==> src/rtl/bracket_nesting_checker_macros.svh <==
// Assertion macros for the bracket nesting checker.
// Expect clk and rst_n in the scope of the module that expands them.
`ifndef BRACKET_NESTING_CHECKER_MACROS_SVH
`define BRACKET_NESTING_CHECKER_MACROS_SVH

// Same-cycle implication, disabled during reset.
`define BNC_ASSERT_NOW(label, ante, cons, msg) \
    label: assert property (@(posedge clk) disable iff (!rst_n) (ante) |-> (cons)) \
        else $error(msg);

// Next-cycle implication, disabled during reset.
`define BNC_ASSERT_NEXT(label, ante, cons, msg) \
    label: assert property (@(posedge clk) disable iff (!rst_n) (ante) |=> (cons)) \
        else $error(msg);

`endif

==> src/rtl/bnc_pkg.sv <==
// Shared types, codes and constants of the bracket nesting checker.
// No dependencies; used by every module of the block.
package bnc_pkg;

    localparam int WEIGHT_W    = 16;
    localparam int SCORE_W     = 64;
    localparam int TOTAL_W     = 48;
    localparam int CFG_INDEX_W = 2;

    typedef struct packed {
        logic       operation;
        logic [7:0] char_code;
    } in_item_t;

    typedef struct packed {
        logic [1:0]          line_status;
        logic [WEIGHT_W-1:0] line_points;
        logic [SCORE_W-1:0]  completion_score;
        logic [TOTAL_W-1:0]  error_total;
    } out_item_t;

    localparam logic OP_CHAR = 1'b0;
    localparam logic OP_EOL  = 1'b1;

    localparam logic [1:0] KIND_ROUND  = 2'd0;
    localparam logic [1:0] KIND_SQUARE = 2'd1;
    localparam logic [1:0] KIND_CURLY  = 2'd2;
    localparam logic [1:0] KIND_ANGLE  = 2'd3;

    localparam logic [CFG_INDEX_W-1:0] REG_WEIGHT_ROUND  = 2'd0;
    localparam logic [CFG_INDEX_W-1:0] REG_WEIGHT_SQUARE = 2'd1;
    localparam logic [CFG_INDEX_W-1:0] REG_WEIGHT_CURLY  = 2'd2;
    localparam logic [CFG_INDEX_W-1:0] REG_WEIGHT_ANGLE  = 2'd3;

    localparam logic [WEIGHT_W-1:0] WEIGHT_ROUND_RST  = 16'd3;
    localparam logic [WEIGHT_W-1:0] WEIGHT_SQUARE_RST = 16'd57;
    localparam logic [WEIGHT_W-1:0] WEIGHT_CURLY_RST  = 16'd1197;
    localparam logic [WEIGHT_W-1:0] WEIGHT_ANGLE_RST  = 16'd25137;

    localparam logic [1:0] FAIL_NONE     = 2'd0;
    localparam logic [1:0] FAIL_CORRUPT  = 2'd2;
    localparam logic [1:0] FAIL_OVERFLOW = 2'd3;

    localparam logic [1:0] LINE_BALANCED   = 2'd0;
    localparam logic [1:0] LINE_INCOMPLETE = 2'd1;

    localparam logic [7:0] CH_ROUND_OPEN   = 8'h28;
    localparam logic [7:0] CH_ROUND_CLOSE  = 8'h29;
    localparam logic [7:0] CH_SQUARE_OPEN  = 8'h5B;
    localparam logic [7:0] CH_SQUARE_CLOSE = 8'h5D;
    localparam logic [7:0] CH_CURLY_OPEN   = 8'h7B;
    localparam logic [7:0] CH_CURLY_CLOSE  = 8'h7D;
    localparam logic [7:0] CH_ANGLE_OPEN   = 8'h3C;
    localparam logic [7:0] CH_ANGLE_CLOSE  = 8'h3E;

    localparam logic [2:0] SCORE_BASE_SHIFT = 3'd2;

    typedef struct packed {
        logic       is_open;
        logic       is_close;
        logic [1:0] kind;
    } char_class_t;

    typedef struct packed {
        logic push;
        logic pop;
        logic check;
        logic fail_overflow;
        logic fail_corrupt;
        logic eol_start;
        logic walk_step;
        logic finish;
    } dp_cmd_t;

    typedef struct packed {
        logic is_eol;
        logic is_open;
        logic is_close;
        logic line_clean;
        logic depth_zero;
        logic depth_full;
        logic walk_last;
        logic out_busy;
    } dp_status_t;

    function automatic char_class_t classify(input logic [7:0] c);
        char_class_t r;
        r = '0;
        case (c)
            CH_ROUND_OPEN:   begin r.is_open  = 1'b1; r.kind = KIND_ROUND;  end
            CH_SQUARE_OPEN:  begin r.is_open  = 1'b1; r.kind = KIND_SQUARE; end
            CH_CURLY_OPEN:   begin r.is_open  = 1'b1; r.kind = KIND_CURLY;  end
            CH_ANGLE_OPEN:   begin r.is_open  = 1'b1; r.kind = KIND_ANGLE;  end
            CH_ROUND_CLOSE:  begin r.is_close = 1'b1; r.kind = KIND_ROUND;  end
            CH_SQUARE_CLOSE: begin r.is_close = 1'b1; r.kind = KIND_SQUARE; end
            CH_CURLY_CLOSE:  begin r.is_close = 1'b1; r.kind = KIND_CURLY;  end
            CH_ANGLE_CLOSE:  begin r.is_close = 1'b1; r.kind = KIND_ANGLE;  end
            default:         r = '0;
        endcase
        return r;
    endfunction

endpackage

==> src/rtl/bnc_datapath.sv <==
// Datapath of the bracket nesting checker: stack memory, line state,
// score walk, running total and output register. Depends on bnc_pkg.
`include "bracket_nesting_checker_macros.svh"

module bnc_datapath #(
    parameter int STACK_DEPTH = 256
) (
    input  logic                                clk,
    input  logic                                rst_n,
    input  logic                                cfg_wr_en,
    input  logic [bnc_pkg::CFG_INDEX_W-1:0]     cfg_index,
    input  logic [bnc_pkg::WEIGHT_W-1:0]        cfg_data,
    input  bnc_pkg::in_item_t                   in_data,
    input  bnc_pkg::dp_cmd_t                    cmd,
    output bnc_pkg::dp_status_t                 st,
    output logic                                out_valid,
    input  logic                                out_ready,
    output bnc_pkg::out_item_t                  out_data
);

    localparam int AW = (STACK_DEPTH > 1) ? $clog2(STACK_DEPTH) : 1;
    localparam int DW = $clog2(STACK_DEPTH + 1);
    localparam logic [DW-1:0] DEPTH_MAX = DW'(STACK_DEPTH);

    logic [1:0]                     stack_mem [STACK_DEPTH];
    logic [1:0]                     rd_data_reg;
    logic                           rd_en;
    logic [AW-1:0]                  rd_addr;

    logic [bnc_pkg::WEIGHT_W-1:0]   weight_reg [4];
    logic [DW-1:0]                  depth_reg, depth_next, depth_dec;
    logic [1:0]                     fail_reg, fail_next;
    logic [bnc_pkg::WEIGHT_W-1:0]   fail_pts_reg, fail_pts_next;
    logic [bnc_pkg::TOTAL_W-1:0]    total_reg, total_next, total_sat;
    logic [bnc_pkg::TOTAL_W:0]      total_sum;
    logic                           out_valid_reg, out_valid_next;

    logic [bnc_pkg::SCORE_W-1:0]    score_reg, score_step;
    logic [AW-1:0]                  idx_reg;
    logic [1:0]                     kind_reg;
    bnc_pkg::out_item_t             out_reg, out_next;
    bnc_pkg::char_class_t           cls;

    assign cls       = bnc_pkg::classify(in_data.char_code);
    assign depth_dec = depth_reg - DW'(1);

    assign st.is_eol     = (in_data.operation == bnc_pkg::OP_EOL);
    assign st.is_open    = cls.is_open;
    assign st.is_close   = cls.is_close;
    assign st.line_clean = (fail_reg == bnc_pkg::FAIL_NONE);
    assign st.depth_zero = (depth_reg == '0);
    assign st.depth_full = (depth_reg == DEPTH_MAX);
    assign st.walk_last  = (idx_reg == '0);
    assign st.out_busy   = out_valid_reg && !out_ready;

    assign rd_en = cmd.pop || (cmd.eol_start && !st.depth_zero)
                 || (cmd.walk_step && !st.walk_last);
    assign rd_addr = cmd.walk_step ? (idx_reg - AW'(1)) : depth_dec[AW-1:0];

    always_ff @(posedge clk)
    begin
        if (cmd.push)
            stack_mem[depth_reg[AW-1:0]] <= cls.kind;
        if (rd_en)
            rd_data_reg <= stack_mem[rd_addr];
    end

    assign score_step = (score_reg << bnc_pkg::SCORE_BASE_SHIFT) + score_reg
                      + bnc_pkg::SCORE_W'(rd_data_reg) + bnc_pkg::SCORE_W'(1);

    assign total_sum = {1'b0, total_reg} + (bnc_pkg::TOTAL_W + 1)'(fail_pts_reg);
    assign total_sat = total_sum[bnc_pkg::TOTAL_W] ? '1 : total_sum[bnc_pkg::TOTAL_W-1:0];

    always_comb
    begin
        out_next.line_status      = (fail_reg != bnc_pkg::FAIL_NONE) ? fail_reg
                                  : (st.depth_zero ? bnc_pkg::LINE_BALANCED
                                                   : bnc_pkg::LINE_INCOMPLETE);
        out_next.line_points      = fail_pts_reg;
        out_next.completion_score = score_reg;
        out_next.error_total      = total_sat;
    end

    always_comb
    begin
        depth_next     = depth_reg;
        fail_next      = fail_reg;
        fail_pts_next  = fail_pts_reg;
        total_next     = total_reg;
        out_valid_next = out_valid_reg && !out_ready;
        if (cmd.push)
            depth_next = depth_reg + DW'(1);
        if (cmd.pop)
            depth_next = depth_dec;
        if (cmd.fail_overflow)
        begin
            fail_next     = bnc_pkg::FAIL_OVERFLOW;
            fail_pts_next = '0;
        end
        if (cmd.fail_corrupt)
        begin
            fail_next     = bnc_pkg::FAIL_CORRUPT;
            fail_pts_next = '0;
        end
        if (cmd.check && (rd_data_reg != kind_reg))
        begin
            fail_next     = bnc_pkg::FAIL_CORRUPT;
            fail_pts_next = weight_reg[kind_reg];
        end
        if (cmd.finish)
        begin
            total_next     = total_sat;
            depth_next     = '0;
            fail_next      = bnc_pkg::FAIL_NONE;
            fail_pts_next  = '0;
            out_valid_next = 1'b1;
        end
    end

    always_ff @(posedge clk or negedge rst_n)
    begin
        if (!rst_n)
        begin
            depth_reg     <= '0;
            fail_reg      <= bnc_pkg::FAIL_NONE;
            fail_pts_reg  <= '0;
            total_reg     <= '0;
            out_valid_reg <= 1'b0;
            weight_reg[0] <= bnc_pkg::WEIGHT_ROUND_RST;
            weight_reg[1] <= bnc_pkg::WEIGHT_SQUARE_RST;
            weight_reg[2] <= bnc_pkg::WEIGHT_CURLY_RST;
            weight_reg[3] <= bnc_pkg::WEIGHT_ANGLE_RST;
        end
        else
        begin
            depth_reg     <= depth_next;
            fail_reg      <= fail_next;
            fail_pts_reg  <= fail_pts_next;
            total_reg     <= total_next;
            out_valid_reg <= out_valid_next;
            if (cfg_wr_en)
            begin
                case (cfg_index)
                    bnc_pkg::REG_WEIGHT_ROUND:  weight_reg[0] <= cfg_data;
                    bnc_pkg::REG_WEIGHT_SQUARE: weight_reg[1] <= cfg_data;
                    bnc_pkg::REG_WEIGHT_CURLY:  weight_reg[2] <= cfg_data;
                    bnc_pkg::REG_WEIGHT_ANGLE:  weight_reg[3] <= cfg_data;
                    default:                    weight_reg[0] <= weight_reg[0];
                endcase
            end
        end
    end

    always_ff @(posedge clk)
    begin
        if (cmd.pop)
            kind_reg <= cls.kind;
        if (cmd.eol_start)
        begin
            score_reg <= '0;
            idx_reg   <= depth_dec[AW-1:0];
        end
        if (cmd.walk_step)
        begin
            score_reg <= score_step;
            idx_reg   <= idx_reg - AW'(1);
        end
        if (cmd.finish)
            out_reg <= out_next;
    end

    assign out_valid = out_valid_reg;
    assign out_data  = out_reg;

    `BNC_ASSERT_NEXT(a_finish_clears_line, cmd.finish, out_valid_reg && depth_reg == '0 && fail_reg == bnc_pkg::FAIL_NONE, "line state not cleared after result")
    `BNC_ASSERT_NOW(a_push_has_room, cmd.push, depth_reg < DEPTH_MAX, "push onto full stack")

endmodule

==> config.mk <==
export PLATFORM = sky130hd
export DESIGN_NAME = bnc_datapath
export DESIGN_NICKNAME = d
export VERILOG_FILES = /design/src/rtl/bnc_pkg.sv /design/src/rtl/bnc_datapath.sv
export VERILOG_INCLUDE_DIRS = /design/src /design/src/rtl
export SDC_FILE = /design/constraint.sdc
export NUM_CORES = 1
export LEC_CHECK = 0
export BUFFER_PORTS_ARGS = -buffer_cell sky130_fd_sc_hd__buf_2
export CORE_MARGIN = 5
export CORE_UTILIZATION = 35
export DETAILED_ROUTE_END_ITERATION = 8
export GPL_ROUTABILITY_DRIVEN = 0
export PLACE_DENSITY = 0.48
export SETUP_SLACK_MARGIN = 0.15
export SYNTH_ARGS = -nofsm -noshare
export SYNTH_HDL_FRONTEND = slang
export SYNTH_SLANG_ARGS = --single-unit
==> constraint.sdc <==
create_clock -name clk -period 4.5 [get_ports clk]
set_input_delay 0.45 -clock clk [delete_from_list [all_inputs] [get_ports clk]]
set_output_delay 0.45 -clock clk [all_outputs]
set_load 0.005 [all_outputs]
==> metrics.cfg, run 1 <==
[status]
status=finished clean

[synthesis]
synthArstFlopShare_pct=16.3
synth_top_family_by_area=simple AND/OR/NAND/NOR gates
ys_seq_area_share_pct=63.0
yosys-top-cells-area=edfxtp_1 (54%), dfrtp_1 (7.7%), nand2_1 (6.3%)
synth_flop_cell=edfxtp_1
synth-adder-area-share_pct=2.80
synth_cells=3491
avgSynthCellArea_um2=11.4
synth_compound_area_share_pct=8.44
yosys.area.top_type=edfxtp_1
synth_edf_count=718
yosys.area_share.xor_xnor_pct=2.15
synth_mux_area_share_pct=3.76
yosysTopAreaCellShare_pct=54.1
yosys_warnings=0
synth_cell_types=75
synth-simple-area-share_pct=17.1
synth-seq-cells=858
syn_area_um2=39800
synth_fp_nets=3618

[clock_network]
ctsRootBufferMaster=clkbuf_16
cts_sinks=858
h-tree-depth=3
cts_resized=0
cts_tree=done
clkLatencyLatePin_ps=690
cts.clk_slew.worst_paths_ps=60
cts_made_buffers=97
cts_buffer_depth=3

[global_routing]
first_global_vias=27400
grt_pass1_wl_um=166000
antenna_found_initial=5
grt_max_degree=152
track_usage_pct=17.4
grt-ovfl-total=0

[pwr]
leakage_nw=17.5
p_total_mw=26.8
power.density_nw_per_um2=581
peakVddDrop_mv=0.370

[timing]
setup-violations-final=0
fin_tns_setup_ps=0
slew_violations=0
maxSlewHeadroom_pct=27.9
clock_skew_ps=40.9
worst_slew_pin_slew_ps=1080
timing.final.crit_period_ps=4210
final-hold-violation-count=0
fmax_mhz=238
rsz0062_at_grt=false
finalCritPeriodShare_pct=93.5

[cells_and_area]
drive_above_1_share_pct=15.3
fin_util_pct=40.8
layout.cells.most_common=edfxtp_1
layout_common_cells=edfxtp_1 (718), nand2_1 (664), nor2_1 (400)
layout.nets=3772
syn_to_final_growth_pct=15.6
largest_reg_flops=512

[setup_path]
cp_max_fo=18
critPathRequiredTime_ps=4920
critical_path_arrival_ps=4630
critPathLaunchType=register
worstSetupPathType=register to register
crit_path_end_kind=register

[placement]
hpwl_um=68200
portBuffers=175

[die]
io_pins=178
die_x_um=347
die_h_um=347
num_rows=123
die_area_um2=121000
initial_core_util_pct=35.3
coreArea_um2=113000

[drt]
drtIter0Drc=2086
dr.pass1.iters=5
drc=0
vias=27300
wl_per_cell_um=20.6
viasPerCell=5.22
drt-total-wl_um=108000
postRouteAntennaNets=0

[flow_run]
drv_cap=0

[worst_hold_path]
hp-class=primary input to register

==> logic make-up (layout without fill, tap and decap cells) <==
| kind of cell | after synthesis | count (layout) |
|---|---|---|
| AND/OR/NAND/NOR | 1559 | 1559 |
| flip-flops | 858 | 858 |
| AO/OA/AOI/OAI | 501 | 501 |
| buffers and inverters | 270 | 506 |
| multiplexers | 117 | 117 |
| XOR/XNOR | 98 | 98 |
| adder cells (fa/ha/maj) | 88 | 88 |
| other | 0 | 1 |
==> critical path, cell delays in order (launching register included) <==
cell      delay, ps
dfrtp_1         550
nor3_2          350
nor3b_4         310
xnor2_1         130
mux2i_4         740
buf_4           380
a311oi_1         70
a311oi_1        290
a211oi_1         80
nor3_1          420
nor3_1          100
or4_1           510
==> layout make-up <==
type | count | area (um^2)
fillers | 10900 | 66800
flip-flops and latches | 858 | 25100
multi-input cells | 2363 | 13800
clock buffers | 118 | 2570
well taps | 1500 | 1880
repair buffers | 266 | 1840
clock inverters | 63 | 681
inverters | 59 | 229
diodes | 1 | 2.50
==> what timing repair did <==
item | 4_1_cts | 5_1_grt
buffers inserted | 0 | 0
hold endpoints to repair | 96 | 0
hold buffers | 12 | 0
endpoints found under the setup margin | 0 | 0
==> power by group <==
group / switching [mW] / total [mW] / internal, mW
sequential: 0.628 / 10.3 / 9.71
combinational: 5.20 / 8.42 / 3.22
clock: 3.37 / 8.00 / 4.63
==> cell usage after synthesis (7+ instances only) <==
cell / n
o21ai_0: 74
a211oi_1: 19
and3_1: 79
o21bai_1: 22
nand4_1: 37
inv_1: 55
a21oi_1: 119
and2_1: 12
edfxtp_1: 718
dfstp_2: 18
nor2b_1: 22
dfrtp_1: 122
nand2b_1: 21
mux2_2: 90
xnor2_1: 57
a31oi_1: 62
xor2_1: 41
nor2_1: 400
o22ai_1: 7
a21o_1: 37
a311oi_1: 87
o21a_1: 11
mux2i_1: 9
nand3_1: 236
mux4_2: 16
nand2_1: 665
buf_1: 29
ha_1: 86
nor3_1: 43
buf_2: 49
clkbuf_1: 126
o31ai_1: 13
==> metrics by stage <==
stage               instances  hold slack, ps  setup slack, ps  cell area, um^2
floorplan                3491             154              262            39900
global placement         5034             460              452            42700
detailed placement       5034             472              415            42700
CTS                      5227            1.89              375            46000
global route             5227            27.5              163            46000
finish                   5228            53.9              295            46000
==> routing by layer <==
layer / wire, um / global-route usage [%] / vias up / part of all wire, %
li1: - / - / 13000 / -
met1: 50000 / 24.1 / 13500 / 46
met2: 49700 / 28.4 / 596 / 46
met3: 5610 / 3.24 / 138 / 5.2
met4: 2590 / 4.89 / 2 / 2.4
met5: 12 / 0 / - / 0.011
==> final timing paths <==
check,start,endpoint,slack (ps),cells after the start
max,depth_reg[2]$_DFFE_PN0P_,rd_data_reg[1]$_DFFE_PP_,290,11
max in group asynchronous,rst_n,weight_reg[49]$_DFFE_PN1P_,3100,3
min in group asynchronous,rst_n,weight_reg[7]$_DFFE_PN0P_,380,2
max reg2reg,depth_reg[2]$_DFFE_PN0P_,rd_data_reg[1]$_DFFE_PP_,290,11
min,cfg_data[0],weight_reg[32]$_DFFE_PN1P_,50,2
min reg2reg,fail_pts_reg[0]$_DFFE_PN0P_,out_data[112]$_DFFE_PP_,490,0
Note: power is estimated with default switching activity, not from simulation.
==> inputs of run 2 (changes only) <==
--- a/config.mk
+++ b/config.mk
@@ -12,6 +12,7 @@
 export DETAILED_ROUTE_END_ITERATION = 8
 export GPL_ROUTABILITY_DRIVEN = 0
 export PLACE_DENSITY = 0.48
+export REMOVE_ABC_BUFFERS = 1
 export SETUP_SLACK_MARGIN = 0.15
 export SYNTH_ARGS = -nofsm -noshare
 export SYNTH_HDL_FRONTEND = slang
==> run 2 against run 1 <==
Effect of this change:
- clock skew shrank 18 ps
- global-route usage grew 0.21 points
- total power shrank 0.80%
- cell count is essentially flat
- combinational power is essentially flat
- fmax grew 5.0%
- sequential share of layout area grew 0.26 points
- critical path depth grew 3
- flip-flop and latch count is the same
- largest cell class unchanged
==> metrics.cfg, run 2 (synthesis gave the netlist of run 1 again) <==
[timing]
rsz0062_at_grt=false
timing.final.crit_period_ps=4000  ; -200 ps
slew_violations=0  ; unchanged
fmax_mhz=250  ; +5.0%
clock_skew_ps=22.6  ; -18.3 ps
finalCritPeriodShare_pct=89.0  ; -4.5 points
maxSlewHeadroom_pct=28.9  ; +1.0 points
setup_ws_ps=495  ; +200 ps
final-hold-violation-count=0  ; unchanged
hold_slack_ps=66.3  ; +12.4 ps
worst_slew_pin_slew_ps=1060  ; -15.3 ps
setup-violations-final=0  ; unchanged

[cells_and_area]
syn_to_final_growth_pct=15.0
drive_above_1_share_pct=15.2  ; -0.052 points
final_cell_area_um2=45800  ; -0.48%
layout.nets=3770  ; -0.053%
largest_reg_flops=512  ; unchanged
layout.cells.most_common=edfxtp_1
layout_common_cells=edfxtp_1 (718), nand2_1 (664), nor2_1 (400)
num-fill-cells=10900  ; +0.28%
layout.cells.non_filler=5223  ; -0.096%

[global_routing]
grt_max_degree=173  ; +14%
first_global_vias=27500  ; +0.39%
grt_pass1_wl_um=168000  ; +0.98%
antenna_found_initial=7  ; +2
track_usage_pct=17.7  ; +0.21 points
grt-ovfl-total=0  ; unchanged

[setup_path]
cp_max_fo=4  ; -14
critPathTopFamily=compound AO/OA/AOI/OAI gates
critical_path_arrival_ps=4400  ; -230 ps
crit_path_end_kind=register
critPathRequiredTime_ps=4890  ; -30 ps
critPathLaunchType=register
slowest_stage=edfxtp_1
r2r_slack_ps=500  ; +200 ps
worstSetupPathType=register to register
path_cells=inv_1 > ha_1 > inv_1 > fa_1 > a211o_1 > a21oi_1 > o21bai_1 > a21oi_1 > o21a_1 > o31ai_1 > a31o_1 > a21o_1 > a311oi_1 > mux2i_1
max_stage_delay_ps=530  ; -210 ps
critPathBufInv=2  ; +1

[clock_network]
cts_made_buffers=96  ; -1.0%
cts_tree=done
cts.clk_slew.worst_paths_ps=60  ; about the same
ctsRootBufferMaster=clkbuf_16
clkLatencyLatePin_ps=660  ; -30 ps
h-tree-depth=3  ; unchanged
cts_buffer_depth=3  ; unchanged
cts_setup_buffers=0  ; unchanged
cts_sinks=858  ; unchanged

[drt]
vias=27400  ; +0.58%
drtIter0Drc=2034  ; -2.5%
viasPerCell=5.25  ; +0.68%
postRouteAntennaNets=0  ; unchanged
drt-total-wl_um=109000  ; +0.80%
dr.pass1.iters=5  ; unchanged
wl_per_cell_um=20.8  ; +0.90%
drc=0  ; unchanged

[die]
num_rows=123  ; unchanged
die_h_um=347  ; unchanged
initial_core_util_pct=35.3  ; unchanged
io_pins=178  ; unchanged
die_area_um2=121000  ; unchanged
die_x_um=347  ; unchanged
coreArea_um2=113000  ; unchanged

[status]
status=finished clean

[placement]
hpwl_um=67800  ; -0.52%
placed_area_um2=42600  ; about the same
place_ws_ps=492  ; +76.5 ps
place_inst=5038  ; +0.079%
portBuffers=175  ; unchanged

[pwr]
peakVddDrop_mv=0.399  ; +7.8%
power.density_nw_per_um2=579  ; -0.32%
leakage_nw=17.4  ; -0.52%

[worst_hold_path]
hp-class=primary input to register

[flow_run]
drv_cap=0  ; unchanged

-- run 2: changes by cell type in the layout (fill, tap and decap cells not counted), moves of 4 or more --
cell and change:
buf_12 -5, clkinv_4 -4, dlygate4sd3_1 -5, buf_4 +9
-- run 2: layout make-up --
| cell class | instances | area [um^2] | share of cell area (%) |
|---|---|---|---|
| clock buffer | 115 | 2500 | 5.46 |
| tap | 1500 | 1880 | 4.10 |
| multi-input combinational | 2363 | 13800 | 30.0 |
| clock inverter | 60 | 602 | 1.31 |
| inverter | 59 | 229 | 0.500 |
| timing repair buffer | 265 | 1760 | 3.83 |
| antenna | 3 | 7.51 | 0.0164 |
| sequential | 858 | 25100 | 54.7 |
-- run 2: stage by stage --
stage | setup TNS [ps] | util [%] | power [mW]
3_3_place_gp | 0 | 37.8 | 19.0
3_5_place_dp | 0 | 37.8 | 18.9
2_1_floorplan | -1294650 | - | 16.0
4_1_cts | 0 | 40.6 | 26.8
6_report | 0 | 40.6 | 26.5
5_1_grt | 0 | 40.6 | 28.2
-- run 2: worst paths after layout --
kind / start / to / cells past startpoint
hold reg to reg: fail_pts_reg[11]$_DFFE_PN0P_ / out_data[123]$_DFFE_PP_ / 0
hold / removal: cfg_data[11] / weight_reg[59]$_DFFE_PN0P_ / 2
min in group asynchronous: rst_n / total_reg[34]$_DFFE_PN0P_ / 2
setup / recovery: rd_data_reg[0]$_DFFE_PP_ / score_reg[62]$_SDFFCE_PN0P_ / 14
max in group asynchronous: rst_n / weight_reg[14]$_DFFE_PN1P_ / 3
setup reg to reg: rd_data_reg[0]$_DFFE_PP_ / score_reg[62]$_SDFFCE_PN0P_ / 14
-- run 2: worst register-to-register path, delay by kind of cell (launching register included) --
kind            cells  cell delay, ps
fa+ha+maj           2             600
buf+inv             2             160
compound gates      9            2320
flops               1             530
mux                 1             120
-- run 2: report_power, final --
| part | total, mW | switching (mW) | internal [mW] |
|---|---|---|---|
| Combinational | 8.43 | 5.23 | 3.21 |
| Sequential | 10.3 | 0.632 | 9.71 |
| Clock | 7.77 | 3.27 | 4.50 |
| Total | 26.5 | 9.13 | 17.4 |
-- run 2: metal layers --
layer	GRT usage [%]	up-vias	share of wire, %
met5	0	-	0
met4	4.57	0	2.1
met3	2.89	142	5.6
met2	28.1	707	45
met1	25.3	13600	47
li1	-	13000	-
-- run 2: what timing repair did --
action / CTS / global route
endpoints found under the setup margin: 0 / 0
resized for setup: 0 / 0
hold endpoints to repair: 74 / 0
hold buffers: 7 / 0
